`config.mk`:
```
export PLATFORM = sky130hd
export DESIGN_NAME = priority_task_scheduler
export DESIGN_NICKNAME = d
export VERILOG_FILES = /design/src/rtl/core/pts_pkg.sv /design/src/rtl/core/priority_task_scheduler.sv
export VERILOG_INCLUDE_DIRS = /design/src /design/src/rtl/core
export SDC_FILE = /design/constraint.sdc
export NUM_CORES = 2
export LEC_CHECK = 0
export BUFFER_PORTS_ARGS = -buffer_cell sky130_fd_sc_hd__buf_2
export CORE_UTILIZATION = 50
export CTS_BUF_LIST = sky130_fd_sc_hd__clkbuf_4
export DETAILED_ROUTE_END_ITERATION = 12
export PLACE_DENSITY = 0.66
export SLEW_MARGIN = 20
export SYNTH_ARGS = -nofsm -noshare
export SYNTH_HDL_FRONTEND = slang
export SYNTH_SLANG_ARGS = --single-unit
```
`constraint.sdc`:
```
create_clock -name clk -period 10.3 [get_ports clk]
set_input_delay 2.06 -clock clk [delete_from_list [all_inputs] [get_ports clk]]
set_output_delay 2.06 -clock clk [all_outputs]
set_load 0.05 [all_outputs]
```
`src/rtl/core/priority_task_scheduler_assert.svh`:
```
// Assertion macros for the task scheduler.
`ifndef PRIORITY_TASK_SCHEDULER_ASSERT_SVH
`define PRIORITY_TASK_SCHEDULER_ASSERT_SVH

// Same-cycle implication, sampled on clk and disabled during reset.
`define PTS_ASSERT_IMP(lbl, ante, cons, msg) \
	lbl: assert property (@(posedge clk) disable iff (!arst_n) (ante) |-> (cons)) \
		else $error(msg);

// Next-cycle implication, sampled on clk and disabled during reset.
`define PTS_ASSERT_NXT(lbl, ante, cons, msg) \
	lbl: assert property (@(posedge clk) disable iff (!arst_n) (ante) |=> (cons)) \
		else $error(msg);

`endif

```
`src/rtl/core/pts_pkg.sv`:
```
// Types, constants and helpers for the task scheduler.
package pts_pkg;

	localparam int NUM_TASKS = 16;
	localparam int NUM_PRIOS = 32;
	localparam int TID_W = $clog2(NUM_TASKS);
	localparam int PRIO_W = $clog2(NUM_PRIOS);
	localparam int CNT_W = $clog2(NUM_TASKS + 1);
	localparam logic [7:0] SAT_MAX = 8'd255;
	localparam logic [7:0] SLICE_RESET = 8'd10;

	localparam int FLAG_VALID = 0;
	localparam int FLAG_DELAYED = 1;
	localparam int FLAG_SUSPENDED = 2;

	typedef enum logic [2:0] {
		ACT_ADD, ACT_TICK, ACT_DELAY, ACT_SUSPEND, ACT_WAKE, ACT_LOCK, ACT_UNLOCK, ACT_NONE
	} action_t;

	typedef enum logic [3:0] {
		S_IDLE, S_DISPATCH, S_MR, S_UR_START, S_UR_WALK, S_TK_DEC, S_TK_WAKE, S_TK_SLICE,
		S_DI_WALK, S_FIND
	} state_t;

	typedef struct packed {
		logic [TID_W-1:0] head;
		logic [TID_W-1:0] tail;
		logic [CNT_W-1:0] count;
	} queue_t;

	// Index of the lowest set bit; zero when no bit is set.
	function automatic logic [PRIO_W-1:0] lowest_bit(input logic [NUM_PRIOS-1:0] v);
		logic [PRIO_W-1:0] r;
		r = '0;
		for (int i = NUM_PRIOS - 1; i >= 0; i--) begin
			if (v[i]) r = PRIO_W'(i);
		end
		return r;
	endfunction

endpackage

```
`src/rtl/core/priority_task_scheduler.sv`:
```
// Event-driven task scheduler with priority ready queues and a delta delay list.
//
//   channel | signals                                         | role
//   in      | in_valid, in_ready, action, task_id, ...        | one event per transfer
//   out     | out_valid, out_ready, next_task, switch_request | one result per event
//   cfg     | cfg_we, cfg_wdata                               | slice length write
//
// An event holds the block until its sequence ends: the sequencer walks a ready queue or the delay
// list one entry per cycle, so the length of the walked list sets how long the block is held. Each
// task that a tick wakes adds a pass through S_MR and back through S_TK_WAKE.
// Reset is asynchronous; no clearing pass is needed. in_ready is high only in the idle state.
// A result waiting on out_ready holds the sequencer in its final step.
`include "priority_task_scheduler_assert.svh"

module priority_task_scheduler import pts_pkg::*; (
	input  logic        clk,
	input  logic        arst_n,
	input  logic        in_valid,
	output logic        in_ready,
	input  logic [2:0]  action,
	input  logic [3:0]  task_id,
	input  logic [4:0]  priority_req,
	input  logic [31:0] delay_ticks,
	output logic        out_valid,
	input  logic        out_ready,
	output logic [3:0]  next_task,
	output logic        switch_request,
	output logic        none_ready,
	input  logic        cfg_we,
	input  logic [7:0]  cfg_wdata
);

	state_t state_q, state_d;

	action_t           op_act_q;
	logic [TID_W-1:0]  op_tid_q;
	logic [PRIO_W-1:0] op_pri_q;
	logic [31:0]       op_dly_q;
	logic              sched_q;

	logic [TID_W-1:0] mr_task_q, ur_task_q, ur_cur_q, ur_prev_q;
	state_t           mr_next_q, ur_next_q;
	logic [CNT_W-1:0] ur_i_q;

	logic [TID_W-1:0] dl_head_q;
	logic [CNT_W-1:0] dl_count_q;
	logic [32:0]      di_sum_q;
	logic [TID_W-1:0] di_cur_q, di_prev_q;
	logic [CNT_W-1:0] di_i_q;

	logic [TID_W-1:0]     current_q;
	logic [7:0]           lock_q;
	logic [7:0]           slice_len_q;
	logic [NUM_PRIOS-1:0] bitmap_q;

	logic [PRIO_W-1:0] task_prio_q [NUM_TASKS];
	logic [2:0]        task_flags_q [NUM_TASKS];
	logic [7:0]        susp_q [NUM_TASKS];
	queue_t            queue_q [NUM_PRIOS];
	logic [7:0]        slice_left_q [NUM_TASKS];
	logic [31:0]       delta_q [NUM_TASKS];
	logic [TID_W-1:0]  dlink_q [NUM_TASKS];
	logic [TID_W-1:0]  rlink_q [NUM_TASKS];

	logic             out_valid_q, sw_q, none_q;
	logic [TID_W-1:0] next_q;

	// Shared read selects, one address per store in any cycle.
	logic [TID_W-1:0]  fl_idx, pr_idx, dd_idx;
	logic [PRIO_W-1:0] q_idx, find_p;
	logic [2:0]        fl_rd;
	queue_t            q_rd;
	logic [31:0]       dd_rd;
	logic [TID_W-1:0]  dl_rd;
	logic [32:0]       di_nsum;
	logic [31:0]       di_d;
	logic [7:0]        sc_rd, sc_inc, sc_dec, sl_dec;
	logic              cur_ready, tk_pop, di_hit, find_go;
	logic [TID_W-1:0]  best;

	always_comb begin
		case (state_q)
			S_TK_WAKE:  fl_idx = dl_head_q;
			S_TK_SLICE: fl_idx = current_q;
			S_DISPATCH: fl_idx = (op_act_q == ACT_DELAY) ? current_q : op_tid_q;
			default:    fl_idx = current_q;
		endcase
		pr_idx = (state_q == S_MR) ? mr_task_q : ur_task_q;
		dd_idx = (state_q == S_DI_WALK) ? di_cur_q : dl_head_q;
		find_p = lowest_bit(bitmap_q);
		q_idx = (state_q == S_FIND) ? find_p : task_prio_q[pr_idx];
	end

	assign fl_rd = task_flags_q[fl_idx];
	assign q_rd = queue_q[q_idx];
	assign dd_rd = delta_q[dd_idx];
	assign dl_rd = dlink_q[dd_idx];
	assign sc_rd = susp_q[op_tid_q];
	assign sc_inc = (sc_rd < SAT_MAX) ? sc_rd + 8'd1 : sc_rd;
	assign sc_dec = (sc_rd != 8'd0) ? sc_rd - 8'd1 : sc_rd;
	assign sl_dec = slice_left_q[current_q] - 8'd1;
	assign cur_ready = fl_rd[FLAG_VALID] && !fl_rd[FLAG_DELAYED] && !fl_rd[FLAG_SUSPENDED];
	assign tk_pop = (dl_count_q != '0) && (dd_rd == 32'd0);
	assign di_nsum = di_sum_q + {1'b0, dd_rd};
	assign di_hit = (di_i_q < dl_count_q) && (di_nsum > {1'b0, op_dly_q});
	assign di_d = op_dly_q - di_sum_q[31:0];
	assign find_go = !out_valid_q || out_ready;
	assign best = (bitmap_q != '0) ? q_rd.head : current_q;

	// Next state.
	always_comb begin
		state_d = state_q;
		case (state_q)
			S_IDLE:
				if (in_valid) state_d = S_DISPATCH;
			S_DISPATCH: begin
				state_d = S_FIND;
				case (op_act_q)
					ACT_ADD:     if (!fl_rd[FLAG_VALID]) state_d = S_MR;
					ACT_TICK:    state_d = S_TK_DEC;
					ACT_DELAY:   if (cur_ready) state_d = S_DI_WALK;
					ACT_SUSPEND: if (fl_rd[FLAG_VALID] && !fl_rd[FLAG_DELAYED] && sc_inc == 8'd1)
						state_d = S_UR_START;
					ACT_WAKE:    if (fl_rd[FLAG_SUSPENDED] && sc_dec == 8'd0) state_d = S_MR;
					default:     state_d = S_FIND;
				endcase
			end
			S_MR:       state_d = mr_next_q;
			S_UR_START: state_d = S_UR_WALK;
			S_UR_WALK:
				if (ur_i_q >= q_rd.count || ur_cur_q == ur_task_q) state_d = ur_next_q;
			S_TK_DEC:   state_d = S_TK_WAKE;
			S_TK_WAKE:  state_d = tk_pop ? S_MR : S_TK_SLICE;
			S_TK_SLICE:
				if (fl_rd[FLAG_VALID] && sl_dec == 8'd0 && cur_ready) state_d = S_UR_START;
				else state_d = S_FIND;
			S_DI_WALK:
				if (di_hit || di_i_q >= dl_count_q) state_d = S_UR_START;
			S_FIND:
				if (find_go) state_d = S_IDLE;
			default:    state_d = S_IDLE;
		endcase
	end

	// Outputs.
	always_comb begin
		in_ready = (state_q == S_IDLE);
		out_valid = out_valid_q;
		next_task = next_q;
		switch_request = sw_q;
		none_ready = none_q;
	end

	always_ff @(posedge clk or negedge arst_n) begin
		if (!arst_n) begin
			state_q <= S_IDLE;
			sched_q <= 1'b0;
			op_act_q <= ACT_NONE;
			dl_head_q <= '0;
			dl_count_q <= '0;
			current_q <= '0;
			lock_q <= '0;
			slice_len_q <= SLICE_RESET;
			bitmap_q <= '0;
			out_valid_q <= 1'b0;
			for (int i = 0; i < NUM_TASKS; i++) begin
				task_prio_q[i] <= '0;
				task_flags_q[i] <= '0;
				susp_q[i] <= '0;
			end
			for (int i = 0; i < NUM_PRIOS; i++) queue_q[i] <= '0;
		end else begin
			state_q <= state_d;
			if (cfg_we) slice_len_q <= (cfg_wdata == 8'd0) ? 8'd1 : cfg_wdata;
			// In the final step a new result takes the place of the one being transferred.
			if (out_valid_q && out_ready && state_q != S_FIND) out_valid_q <= 1'b0;
			case (state_q)
				S_IDLE:
					if (in_valid) begin
						op_act_q <= action_t'(action);
						sched_q <= 1'b0;
					end
				S_DISPATCH:
					case (op_act_q)
						ACT_ADD:
							if (!fl_rd[FLAG_VALID]) begin
								task_prio_q[op_tid_q] <= op_pri_q;
								task_flags_q[op_tid_q] <= 3'b001;
								susp_q[op_tid_q] <= '0;
								mr_task_q <= op_tid_q;
								mr_next_q <= S_FIND;
							end
						ACT_TICK: sched_q <= 1'b1;
						ACT_DELAY: begin
							sched_q <= 1'b1;
							di_sum_q <= '0;
							di_cur_q <= dl_head_q;
							di_prev_q <= '0;
							di_i_q <= '0;
						end
						ACT_SUSPEND:
							if (fl_rd[FLAG_VALID] && !fl_rd[FLAG_DELAYED]) begin
								susp_q[op_tid_q] <= sc_inc;
								if (sc_inc == 8'd1) begin
									task_flags_q[op_tid_q][FLAG_SUSPENDED] <= 1'b1;
									ur_task_q <= op_tid_q;
									ur_next_q <= S_FIND;
									sched_q <= (op_tid_q == current_q);
								end
							end
						ACT_WAKE:
							if (fl_rd[FLAG_SUSPENDED]) begin
								susp_q[op_tid_q] <= sc_dec;
								if (sc_dec == 8'd0) begin
									task_flags_q[op_tid_q][FLAG_SUSPENDED] <= 1'b0;
									mr_task_q <= op_tid_q;
									mr_next_q <= S_FIND;
									sched_q <= 1'b1;
								end
							end
						ACT_LOCK:
							if (lock_q < SAT_MAX) lock_q <= lock_q + 8'd1;
						ACT_UNLOCK:
							if (lock_q != 8'd0) begin
								lock_q <= lock_q - 8'd1;
								sched_q <= (lock_q == 8'd1);
							end
						default: ;
					endcase
				S_MR: begin
					if (q_rd.count == '0) queue_q[q_idx].head <= mr_task_q;
					queue_q[q_idx].tail <= mr_task_q;
					queue_q[q_idx].count <= q_rd.count + CNT_W'(1);
					bitmap_q[q_idx] <= 1'b1;
				end
				S_UR_START: begin
					ur_cur_q <= q_rd.head;
					ur_prev_q <= '0;
					ur_i_q <= '0;
				end
				S_UR_WALK:
					if (ur_i_q < q_rd.count && ur_cur_q == ur_task_q) begin
						if (ur_i_q == '0) queue_q[q_idx].head <= rlink_q[ur_cur_q];
						if (ur_i_q + CNT_W'(1) == q_rd.count) queue_q[q_idx].tail <= ur_prev_q;
						queue_q[q_idx].count <= q_rd.count - CNT_W'(1);
						if (q_rd.count == CNT_W'(1)) bitmap_q[q_idx] <= 1'b0;
					end else if (ur_i_q < q_rd.count) begin
						ur_prev_q <= ur_cur_q;
						ur_cur_q <= rlink_q[ur_cur_q];
						ur_i_q <= ur_i_q + CNT_W'(1);
					end else begin
						if (q_rd.count == '0) bitmap_q[q_idx] <= 1'b0;
					end
				S_TK_WAKE:
					if (tk_pop) begin
						dl_head_q <= dl_rd;
						dl_count_q <= dl_count_q - CNT_W'(1);
						task_flags_q[dl_head_q][FLAG_DELAYED] <= 1'b0;
						mr_task_q <= dl_head_q;
						mr_next_q <= S_TK_WAKE;
					end
				S_TK_SLICE:
					if (fl_rd[FLAG_VALID] && sl_dec == 8'd0 && cur_ready) begin
						ur_task_q <= current_q;
						ur_next_q <= S_MR;
						mr_task_q <= current_q;
						mr_next_q <= S_FIND;
					end
				S_DI_WALK:
					if (di_hit || di_i_q >= dl_count_q) begin
						if (di_hit ? (di_i_q == '0) : (dl_count_q == '0)) dl_head_q <= current_q;
						dl_count_q <= dl_count_q + CNT_W'(1);
						task_flags_q[current_q][FLAG_DELAYED] <= 1'b1;
						ur_task_q <= current_q;
						ur_next_q <= S_FIND;
					end else begin
						di_sum_q <= di_nsum;
						di_prev_q <= di_cur_q;
						di_cur_q <= dl_rd;
						di_i_q <= di_i_q + CNT_W'(1);
					end
				S_FIND:
					if (find_go) begin
						out_valid_q <= 1'b1;
						next_q <= best;
						none_q <= (bitmap_q == '0);
						sw_q <= (bitmap_q != '0) && sched_q && lock_q == 8'd0 && best != current_q;
						if ((bitmap_q != '0) && sched_q && lock_q == 8'd0) current_q <= best;
					end
				default: ;
			endcase
		end
	end

	// Input payload capture and the stores that have no reset value.
	always_ff @(posedge clk) begin
		if (state_q == S_IDLE && in_valid) begin
			op_tid_q <= task_id;
			op_pri_q <= priority_req;
			op_dly_q <= delay_ticks;
		end
		case (state_q)
			S_DISPATCH:
				if (op_act_q == ACT_ADD && !fl_rd[FLAG_VALID])
					slice_left_q[op_tid_q] <= slice_len_q;
			S_MR:
				if (q_rd.count != '0) rlink_q[q_rd.tail] <= mr_task_q;
			S_UR_WALK:
				if (ur_i_q < q_rd.count && ur_cur_q == ur_task_q && ur_i_q != '0)
					rlink_q[ur_prev_q] <= rlink_q[ur_cur_q];
			S_TK_DEC:
				if (dl_count_q != '0 && dd_rd != 32'd0) delta_q[dl_head_q] <= dd_rd - 32'd1;
			S_TK_SLICE:
				if (fl_rd[FLAG_VALID])
					slice_left_q[current_q] <= (sl_dec == 8'd0) ? slice_len_q : sl_dec;
			S_DI_WALK:
				if (di_hit) begin
					delta_q[current_q] <= di_d;
					delta_q[di_cur_q] <= dd_rd - di_d;
					dlink_q[current_q] <= di_cur_q;
					if (di_i_q != '0) dlink_q[di_prev_q] <= current_q;
				end else if (di_i_q >= dl_count_q) begin
					delta_q[current_q] <= di_d;
					dlink_q[current_q] <= '0;
					if (dl_count_q != '0) dlink_q[di_prev_q] <= current_q;
				end
			default: ;
		endcase
	end

	`PTS_ASSERT_NXT(a_busy_after_accept, in_valid && in_ready, !in_ready, "ready after accept")
	`PTS_ASSERT_IMP(a_switch_has_task, out_valid && switch_request, !none_ready,
		"switch with no ready task")
	`PTS_ASSERT_IMP(a_switch_sets_current, out_valid && switch_request, next_task == current_q,
		"switch target not current")

endmodule

```
### Yosys cells after proc, flatten, opt, wreduce, memory -nomap -nowiden

Memory sizes are Yosys's and may differ from the RTL's. A register that Yosys moved wholly into a read port is not among the register bits.
Cells that the tools add are included.

* register bits: 864
* bits in latches: 0
* RAM bits: 768
* bits in read-only memories: 0
* output and inout bits: 8
* logic and storage cells: 604
* memories: 4

Memory list
* delta_q: depth 16, bits a word 32, rd ports 1, clocked after Yosys merged registers in 0, write ports 2, RTL line priority_task_scheduler.sv:61 `logic [31:0] delta_q [NUM_TASKS];`
* slice_left_q: depth 16, bits a word 8, rd ports 1, clocked after Yosys merged registers in 0, write ports 1, RTL line priority_task_scheduler.sv:60 `logic [7:0] slice_left_q [NUM_TASKS];`
* dlink_q: depth 16, bits a word 4, rd ports 1, clocked after Yosys merged registers in 0, write ports 2, RTL line priority_task_scheduler.sv:62 `logic [TID_W-1:0] dlink_q [NUM_TASKS];`
* rlink_q: depth 16, bits a word 4, rd ports 1, clocked after Yosys merged registers in 1, write ports 1, RTL line priority_task_scheduler.sv:63 `logic [TID_W-1:0] rlink_q [NUM_TASKS];`

* add/sub/neg operators: 15
* multipliers: 0
* divide/modulo/power cells: 0
* magnitude comparators: 19
* eq/ne operators: 55
* shift-type cells: 0
* muxes and demuxes: 235
* bitwise operators: 24
* reduce and logical (&&, ||, !) cells: 81

Operators by type and width (count)
* 416-bit 2-to-1 mux: 9
* 416-bit bitwise mux: 6
* 416-bit case mux with 2 select lines: 1
* 128-bit 2-to-1 mux: 3
* 128-bit case mux with 3 select lines: 1
* 48-bit 2-to-1 mux: 7
* 48-bit case mux with 3 select lines: 2
* 128-bit bitwise mux: 2
* 5-bit 2-to-1 mux: 43
* 4-bit 2-to-1 mux: 49
* 13-bit demux with 5-bit select: 3
* 32-bit 2-to-1 mux: 6
* 128-bit bitwise AND: 1
* 128-bit inverter: 1
* 48-bit bitwise AND: 2
* 48-bit inverter: 2
* 48-bit bitwise OR: 2
* 80-bit bitwise mux: 1
* 8-bit 2-to-1 mux: 10
* 33-bit 2-to-1 mux: 2
* 33-bit case mux with 2 select lines: 1
* 13-bit binary-select mux with 5-bit select: 1
* 32-bit bitwise AND: 2
* 32-bit logical NOT: 2
* other kinds (87): 270

### Logic depth before layout (Yosys ltp)

* depth after elaboration: 49
* gate-level depth with buffers: 42
* gate-level depth less buffers: 34

### Worst setup path before layout

Ideal clock, no wire load.

* path kind: register -> register
* start: reg state_q[1]
* end: mem delta_q[0][0] (enable)
* arrival: 10372 ps
* required time: 9834 ps
* path slack: -538 ps
* cell stages (with the launch flop): 36
* clock period less this slack: 10838 ps
* cell sequence: dfrtp_1 > buf_4 > nor4b_2 > buf_4 > mux2i_1 > buf_4 > buf_6 > buf_6 > buf_4 > mux4_2 > mux2i_1 > ha_1 > a21oi_1 > o21bai_1 > a2111oi_0 > o21ai_0 > nand3_1 > nand2_1 > or3_1 > a21oi_1 > o21bai_1 > a21oi_1 > xnor2_1 > ha_1 > nand4_1 > nor4_1 > o31ai_1 > and4b_1 > a31oi_1 > o31a_1 > clkbuf_1 > buf_1 > clkbuf_1 > nand3_1 > o31a_1 > o21ai_0

RTL lines
* from (decl): RTL line priority_task_scheduler.sv:33 `state_t state_q, state_d;`
* from (signal assigned): RTL line priority_task_scheduler.sv:173 `state_q <= state_d;`
* to (decl): RTL line priority_task_scheduler.sv:61

==> metrics.txt <==
status complete, no violations; total number of H-tree levels 5; largest net degree at the start of global routing 162; vias per cell 6.238; max-cap violation count 0; total track usage 28.98%; Antenna Nets Post-Route 0; # IOs 65; Crit path top cell by count buf_4; drt wl/cell roughly 25 um; Initial Util 50.36%; # nets final 7,751; DR DRC count 0; CP Capture Type flop; Primary FF master, synth edfxtp_1; Crit Path Max Fanout 22; most numerous cell in the Yosys netlist nand2_1; Crit Reg-Reg Endpoint delta_q[11][11]; final hold slack 0.4739 ns; CP Depth 32; #FFs+latches synth around 1,600; Setup crit end delta_q[11][11]; busiest grt layer met2; Commonest cells post-synth nand2_1 (926), edfxtp_1 (886), dfrtp_1 (737); Routed WL 252.5 mm; Worst-Margin Slew 1.226 ns; Num CTS Buffers 446; Post-synth EDFFs ~890; vias in the first global route 62,500; die width just over 400 um; GR Layer Usage met3 5.601%; placeable core area 169,300 um2; post-synthesis cell area 85,260 um2; synthesized area per cell 11.78 um2; share of cells above drive strength 1 21.96%; CTS Buffer Depth 4; multiplexer share of the synthesized area 17.50%; DP HPWL 166.1 mm; Synth Area in Simple Gates 10.91%; min Tclk post-route between 10 and 15 ns; Iter 0 DRT Violations 6,840; via count ~63,000; CP required 11.29 ns; fmax 99.88 MHz; hold-critical path depth 2; r2r startpoint state_q[2]; CP max stage delay slightly above 0.9 ns; most area-consuming cells after synthesis edfxtp_1 (31%), dfrtp_1 (22%), mux2i_1 (6.6%); antenna violations before repair 6; CP Class reg2reg; hold crit path type reg2reg; synthesized net count 7,456; CP bufs+invs 6; crit path max-delay cell type o21ai_4; r2r setup slk 0.29 ns; XOR/XNOR share of the synthesized area 1.702%; Vert. Die Dim 414.9 um; warnings from Yosys 0; final hold viol count 0; async set or reset register ratio after synthesis 45.47%; CTS tree done; Die ar. 172,200 um2; # hold bufs at CTS 0; clk_skew 0.1710 ns; Post-Synth Adder-Cell Area 2.398%; met2 GRT Util 45.17%; Cells after Synth 7,238; final setup TNS 0 ns; CTS Root Buffer Type clkbuf_4; largest family of logic cells by synthesized area multiplexers; max_slew headroom 17.99%; CP startpoint state_q[2]; Area Overhead vs Synth 11.28%; Worst-path clk slew about 0.060 ns; final setup violation count 0; RSZ-0062 raised after global routing false; Slew Limit Fails 0; # clock sinks 1,632; Pre-antenna DRT Iters 6; crit-path leading delay family compound AO/OA/AOI/OAI gates; GRT overflow 0; worst r2r path cells 32; Placer Congestion between 0.8 and 0.9; Worst Path Arrival 11.00 ns; met1 Use GR around two fifths; Synth cell types 104; top cell type's share of synthesized area 31.21%; final worst-path cycle share 97.21%; sequential area share after synthesis 53.09%; Synth area leader edfxtp_1; post-synthesis compound-gate area fraction ~11%; clk_lat worst skew roughly 1.4 ns; first-pass GRT wire length 384.0 mm; IO Port Bufs 64; critical path startpoint category flop; FP Rows ~150
area by class of cell:
| cell class | count | area (um2) |
|---|---|---|
| fillers | 14350 | 74410 |
| flip-flops and latches | 1632 | 45260 |
| multi-input cells | 4927 | 37860 |
| clock buffers | 654 | 4910 |
| repair buffers | 368 | 2964 |
| well taps | 2218 | 2775 |
| inverters | 158 | 593.1 |
| clock inverters | 104 | 499.2 |
| diodes | 6 | 15.01 |
what timing repair did:
action                                  in CTS  in global routing
pin swaps                                    1                  1
buffers inserted                             3                  1
endpoints found under the setup margin     845               1101
gates resized for setup                      5                  3
gates cloned                                 1                  0
cell families after synthesis:
family          count (synthesis)
simple gates                 1988
flops                        1632
compound gates               1452
mux                          1161
buf+inv                       680
xor+xnor                      164
fa+ha+maj                     161
tightest hold or removal path, stage by stage, from the launching register on:
cell	delay, ns
dfrtp_1	0.34
nand2_1	0.04
o21ai_0	0.06
metrics by stage:
stage / std cells / worst slack [ns] / utilization [%] / instance area, um2
5_1_grt: 10070 / 0.002164 / 56.05 / 94880
2_1_floorplan: 7238 / -0.5376 / - / 85260
3_5_place_dp: 9297 / -0.4686 / 52.75 / 89300
6_report: 10070 / 0.2876 / 56.05 / 94880
4_1_cts: 10060 / 0.09490 / 55.99 / 94780
3_3_place_gp: 9296 / -0.4417 / 52.73 / 89260
placed cells by master (no fill, tap or decap), types with 63 or more instances in the layout:
cell,instances
xor2_1,68
and3_1,65
ha_1,156
mux2_2,237
nand2_1,923
nand3_1,167
mux2_1,140
mux2i_1,554
mux4_2,226
nor3_1,82
dfrtp_1,735
o22a_1,137
inv_1,150
nor2_1,346
clkbuf_4,654
a21oi_1,254
buf_2,63
buf_4,275
edfxtp_1,886
xnor2_1,78
o21ai_0,512
clkinv_1,82
state kept, by name, indices dropped and copies added (netlist names), 5 cells and up, named ones only:
register      count
rlink_q          64
slice_left_q    128
op_dly_q         32
susp_q          128
queue_q         384
ur_i_q            5
task_prio_q      80
dl_count_q        5
op_pri_q          5
dlink_q          64
di_i_q            5
lock_q            8
di_sum_q         33
task_flags_q     48
delta_q         512
slice_len_q       8
layer usage:
layer	vias to the layer above	share of wire, %
met2	2970	46
met5	-	0
met1	31540	42
li1	27750	-
met3	542	8.7
met4	0	3.3
worst min path at each step:
stage | startpoint | to | slack [ns]
2_1_floorplan | flop | flop | 0.44
3_3_place_gp | flop | flop | 0.45
3_5_place_dp | task_flags_q[30] | task_flags_q[30] | 0.46
4_1_cts | arst_n | task_prio_q[31] | 0.48
5_1_grt | task_flags_q[15] | task_flags_q[15] | 0.49
6_report | queue_q[30] | queue_q[30] | 0.47
Power is left out: the tool's default activity adds up to more than one toggle a clock period on the data nets, which glitch-free logic cannot reach.
